**src/design/cwc_pkg.sv**
```systemverilog
// shared types and constants of the color window classifier
package cwc_pkg;

    localparam int IDX_W      = 4;
    localparam int TOL_W      = 8;
    localparam int PERIOD_W   = 16;
    localparam int CFG_ADDR_W = 1;

    localparam logic [TOL_W-1:0] COLOR_TOL_RESET = 8'd5;
    localparam logic [TOL_W-1:0] WHITE_TOL_RESET = 8'd2;

    typedef enum logic [0:0] {
        CMD_CLASSIFY  = 1'b0,
        CMD_CALIBRATE = 1'b1
    } cwc_cmd_t;

    typedef enum logic [CFG_ADDR_W-1:0] {
        CFG_COLOR_TOL = 1'b0,
        CFG_WHITE_TOL = 1'b1
    } cwc_cfg_addr_t;

    typedef enum logic [1:0] {
        ST_IDLE,
        ST_SCAN,
        ST_PARK
    } cwc_state_t;

    // request token walking down the row of entry cells
    typedef struct packed {
        logic             active;
        cwc_cmd_t         command;
        logic [IDX_W-1:0] entry_index;
        logic             found;
        logic [IDX_W-1:0] match_index;
        logic             stored;
    } cwc_token_t;

endpackage

```
**src/design/cwc_cell.sv**
```systemverilog
// one calibration entry: stores its periods and checks passing requests
module cwc_cell
    import cwc_pkg::*;
#(
    parameter int CELL_INDEX  = 0,
    parameter int PERIOD_BITS = 16
) (
    input  logic                          clk,
    input  logic                          rst_n,
    input  logic [TOL_W-1:0]              color_tol,
    input  logic [TOL_W-1:0]              white_tol,
    input  cwc_token_t                    tok_in,
    input  logic [3:0][PERIOD_BITS-1:0]   per_in,
    output cwc_token_t                    tok_out,
    output logic [3:0][PERIOD_BITS-1:0]   per_out
);

    localparam logic [IDX_W-1:0] MY_INDEX = IDX_W'(CELL_INDEX);

    logic [3:0][PERIOD_BITS-1:0] entry_reg;
    logic                        valid_reg;
    cwc_token_t                  tok_reg;
    cwc_token_t                  tok_next;
    logic [3:0][PERIOD_BITS-1:0] per_reg;
    logic [3:0]                  near;
    logic                        hit_cal;
    logic                        hit_match;

    // strict window test per channel, last one is the unfiltered period
    always_comb
    begin
        logic [PERIOD_BITS-1:0] diff;
        logic [PERIOD_BITS-1:0] tol;
        for (int k = 0; k < 4; k++)
        begin
            diff = (entry_reg[k] > per_in[k]) ? entry_reg[k] - per_in[k]
                                              : per_in[k] - entry_reg[k];
            tol  = (k == 3) ? PERIOD_BITS'(white_tol) : PERIOD_BITS'(color_tol);
            near[k] = diff < tol;
        end
    end

    assign hit_cal   = tok_in.active && (tok_in.command == CMD_CALIBRATE)
                       && (tok_in.entry_index == MY_INDEX);
    assign hit_match = tok_in.active && (tok_in.command == CMD_CLASSIFY)
                       && !tok_in.found && valid_reg && (&near);

    always_comb
    begin
        tok_next = tok_in;
        if (hit_match)
        begin
            tok_next.found       = 1'b1;
            tok_next.match_index = MY_INDEX;
        end
        if (hit_cal)
        begin
            tok_next.stored = 1'b1;
        end
    end

    always_ff @(posedge clk or negedge rst_n)
    begin
        if (!rst_n)
        begin
            valid_reg <= 1'b0;
            tok_reg   <= '0;
        end
        else
        begin
            if (hit_cal)
            begin
                valid_reg <= 1'b1;
            end
            tok_reg <= tok_next;
        end
    end

    always_ff @(posedge clk)
    begin
        if (hit_cal)
        begin
            entry_reg <= per_in;
        end
        per_reg <= per_in;
    end

    assign tok_out = tok_reg;
    assign per_out = per_reg;

endmodule

```
**config.mk**
```make
export PLATFORM = sky130hd
export DESIGN_NAME = cwc_cell
export DESIGN_NICKNAME = d
export VERILOG_FILES = /design/src/design/cwc_pkg.sv /design/src/design/cwc_cell.sv
export SDC_FILE = /design/constraint.sdc
export NUM_CORES = 1
export LEC_CHECK = 0
export CAP_MARGIN = 20
export CORE_AREA = 2 2 132 199
export DETAILED_ROUTE_END_ITERATION = 12
export DIE_AREA = 0 0 134 201
export DONT_BUFFER_PORTS = 1
export PLACE_DENSITY = 0.61
export RECOVER_POWER = 50
export SYNTH_ARGS = -nofsm -noshare
export SYNTH_HDL_FRONTEND = slang
export SYNTH_SLANG_ARGS = --single-unit
```
**constraint.sdc**
```tcl
create_clock -name clk -period 6.15 [get_ports clk]
set_clock_uncertainty 0.05 [all_clocks]
set_input_delay 0.9225 -clock clk [delete_from_list [all_inputs] [get_ports clk]]
set_output_delay 0.9225 -clock clk [all_outputs]
set_load 0.05 [all_outputs]
```
Word level (Yosys, flattened, before mapping):

Index checks and enable logic that the tools add are counted.

* output and inout bits: 76
* register bits after elaboration: 141

* add/sub/neg operators: 8
* magnitude comparators: 8
* mux-type cells: 6
* bitwise gates (word level): 1
* reduce and logical (&&, ||, !) cells: 9

Operators with widths (number)
* $sub A16 B16 Y16: 8
* $gt A16 B16 Y1: 4
* $lt A16 B8 Y1: 4
* $mux W16: 4
* $logic_and A1 B1 Y1: 6
* $mux W5: 1
* $logic_not A4 Y1: 1
* $reduce_and A4 Y1: 1
* $logic_not A1 Y1: 1
* $mux W1: 1
* $not A1 Y1: 1

Longest topological paths before layout:

* depth after elaboration: 6
* mapped depth: 26
* mapped depth without buffers: 25

Least setup slack after synthesis:

Ideal clock, no wire load.

* kind: input-to-reg
* start point: input port per_in[11] (netlist bit)
* end point: register tok_reg (netlist bit tok_out[1])
* setup time: 131 ps
* slack: 892 ps
* stages on the path: 23
* path buffers: 2
* data arrival time: 5077 ps
* cells stage by stage: inv_1 -> ha_1 -> buf_4 -> nand4_4 -> or4_4 -> o21ai_2 -> a21oi_2 -> buf_6 -> mux2i_1 -> o21ai_1 -> a221oi_1 -> xnor2_1 -> ha_1 -> a21o_1 -> a21oi_1 -> o22ai_1 -> nor4_1 -> nand4_1 -> mux2i_1 -> o2111ai_1 -> nand4bb_1 -> nor4_4 -> nor2b_1

RTL lines
* start, declared: RTL line cwc_cell.sv:13 `input logic [3:0][PERIOD_BITS-1:0] per_in,`
* end signal, assigned: RTL line cwc_cell.sv:75 `tok_reg <= tok_next;`
* end, declared: RTL line cwc_cell.sv:22 `cwc_token_t tok_reg;`

==> results by group <==
Status
  • Outcome: complete, no violations

Logic synthesis
  • Leading area contributor after synthesis: edfxtp_1
  • Primary FF master, synth: edfxtp_1
  • Synth warn: 0
  • Syn nets: about 1500
  • Top-count cell post-synth: inv_1
  • Top post-synthesis cells by area: edfxtp_1, ha_1, dfxtp_1, inv_1, a21oi_1
  • Synth cell count leaders: inv_1, ha_1, a21oi_1
  • Post-synth ARST share: 0.09220
  • Syn avg cell area: between 8 and 9 µm²
  • Synth Register Bits: approximately 140
  • Post-synthesis sequential area ratio: 0.3143
  • Post-synth EDFFs: between 60 and 70
  • Synth Cell Area: about 11000 µm²
  • Distinct cells, synth: slightly above 90
  • Synth top area share: 0.1712
  • Cells after Synth: 1270

Critical path
  • Critical path peak fanout: 11
  • Worst setup EP type: flip-flop
  • WP data arrival: about 5.7 ns
  • Internal reg-to-reg setup slack: around 0.79 ns
  • R2R Path End: tok_out[2]$_DFF_PN0_
  • Critical Path RT: about 6.4 ns
  • Setup CP Type: input port to flip-flop
  • Critical Path Start Type: input port
  • Worst reg2reg path depth: 20
  • Beginning of the worst register-to-register path: entry_reg[9]$_DFFE_PP_

Routing
  • Per-cell routed wire length: 18.92 µm
  • Starting DRT DRC Count: roughly 460
  • Drt drc: 0
  • Post-DRT Antenna Nets: 0
  • Final wirelength: 30.29 mm
  • DR vias: between 9000 and 10000
  • Vias/cell: 5.765
  • TritonRoute pass-1 iters: 5

Timing
  • Slew headroom: 0.2750
  • Fmax: ~0.18 GHz
  • RSZ-0062 raised after global routing: false
  • Measured slew at the worst slew-check pin: between 1 and 1.5 ns
  • Final hold viol count: 0
  • Final worst-path cycle share: 0.8845
  • Slew Limit Fails: 0
  • Endpoints failing setup: 0
  • Tmin final: between 5 and 6 ns
  • Setup TNS: 0 ns

GRT
  • Vias in the first global route: between 9000 and 10000
  • Initial antenna violation count: 4
  • GRT Util Overall: 0.2284
  • GRT overflow: 0
  • First-pass GRT wire length: roughly 48 mm
  • Largest net degree at the start of global routing: 67

Die
  • Die Footprint: 26930 µm²
  • Starting Density: 0.4434
  • IO Count: 170
  • DIE HEIGHT: approximately 200 µm
  • Die Width: 134 µm
  • Core area: roughly 25000 µm²
  • Num rows: 72

Clock tree
  • Inserted Clock Buffers: 17
  • Hold_buf cts: 0
  • H-tree levels: 4
  • Postcts setup bufs: 0
  • CTS tree: yes
  • Max Buffers Root-to-Sink: 2
  • Root buffer cell: clkbuf_16
  • CTS resizes: 0
  • Clk slew on worst S/H paths: approximately 0.060 ns
  • Clock insertion delay at the later pin of the skew report: between 0.4 and 0.5 ns
  • Clk sinks: roughly 140

Placement
  • RePlAce Congestion: roughly 0.94
  • Post-DP HPWL: ~24 mm
  • Area post-placement: 11520 µm²
  • Cell count after placement: approximately 1600
  • IO Port Bufs: 0

Power and ir drop
  • Maximum VDD drop: 219.5 µV
  • Switch share: 0.3153
  • Cell Pwr Density: approximately 230 nW/µm²
  • Clock power frac: 0.388
  • Flop pwr share: 0.409
  • Leak: 0.005457 µW
  • Sw Pwr: 863.9 µW
  • Pint: around 1900 µW
  • Combinational Power Share: 0.203

Finish
  • Non-filler instance count after layout: between 1500 and 2000
  • Fin area: ~12000 µm²
  • NumNets Final: 1508
  • Layout cells sized above 1: 0.06393
  • Layout overhead on the synthesized area: 7.992%

Run
  • Max-cap violations: 0

Min path
  • HP Class: input port to asynchronous set/reset pin
==> critical path: stages <==
cell	delay (ns)
inv_1	0.02
ha_1	0.55
nand4_4	0.17
or4_4	0.57
o21ai_2	0.16
a21oi_2	0.11
mux2i_1	0.25
o21ai_1	0.09
a221oi_1	0.39
o221ai_1	0.21
xor2_1	0.18
ha_1	0.27
nand2_1	0.08
o22ai_1	0.10
nor4_1	0.42
nand4_1	0.14
mux2i_1	0.20
o2111ai_1	0.14
nand4bb_1	0.28
nor4_4	0.38
nor2b_1	0.10
==> kinds of logic after synthesis <==
group,synth area share
flops,0.3143
compound gates,0.2278
mux,0.02018
simple gates,0.1363
fa+ha+maj,0.1837
xor+xnor,0.03511
buf+inv,0.08249
==> worst max path at each step <==
stage                           startpoint              endpoint
finish                           per_in[9]  tok_out[2]$_DFF_PN0_
CTS                             per_in[25]  tok_out[2]$_DFF_PN0_
floorplan                       per_in[11]  tok_out[1]$_DFF_PN0_
global placement                per_in[25]  tok_out[1]$_DFF_PN0_
detailed placement              per_in[25]  tok_out[2]$_DFF_PN0_
global route        entry_reg[0]$_DFFE_PP_  tok_out[2]$_DFF_PN0_
==> cell type report <==
cell class,instances,area (µm²)
Sequential cell,141,3528
Inverter,181,679.4
Tap cell,333,416.7
Clock buffer,19,432.9
Multi-Input combinational cell,896,6771
Clock inverter,13,162.7
Fill cell,2431,13190
Timing Repair Buffer,17,127.6
Antenna cell,1,2.502
==> metal layers <==
metal	GRT usage	part of all wire
met1	0.2513	0.39
met2	0.3993	0.50
met3	0.06439	0.063
met4	0.1128	0.040
met5	0	0.00092
==> cells in the final DEF, fill, tap and decap left out, types with 18 or more instances in the layout <==
| master | Yosys | layout |
|---|---|---|
| dfxtp_1 | 64 | 64 |
| a21oi_1 | 109 | 109 |
| nor2_1 | 50 | 50 |
| xnor2_1 | 35 | 35 |
| nand3_1 | 30 | 30 |
| inv_1 | 180 | 180 |
| ha_1 | 152 | 152 |
| nand2_1 | 73 | 73 |
| o21ai_0 | 60 | 60 |
| a21o_1 | 32 | 32 |
| nand4_1 | 25 | 25 |
| a31oi_1 | 19 | 19 |
| a211oi_1 | 18 | 18 |
| edfxtp_1 | 64 | 64 |
==> power by group through the flow <==
stage / Clock (µW) / Combinational [µW] / Sequential [µW]
floorplan: 0 / 419 / 1140
global placement: 0 / 547 / 1140
detailed placement: 0 / 548 / 1140
CTS: 1090 / 552 / 1120
global route: 1130 / 620 / 1120
finish: 1060 / 557 / 1120
==> stage by stage <==
| stage | hold WS [ns] | utilization | power [µW] | worst slack, ns |
|---|---|---|---|---|
| floorplan | 0.3809 | - | 1556 | 0.8916 |
| global placement | 0.4023 | 0.4552 | 1688 | 0.3718 |
| detailed placement | 0.4014 | 0.4552 | 1689 | 0.2266 |
| CTS | 0.07929 | 0.4787 | 2762 | 0.7168 |
| global route | 0.08296 | 0.4787 | 2871 | 0.2080 |
| finish | 0.1019 | 0.4788 | 2740 | 0.7105 |
Note: power is estimated with default switching activity, not from simulation.
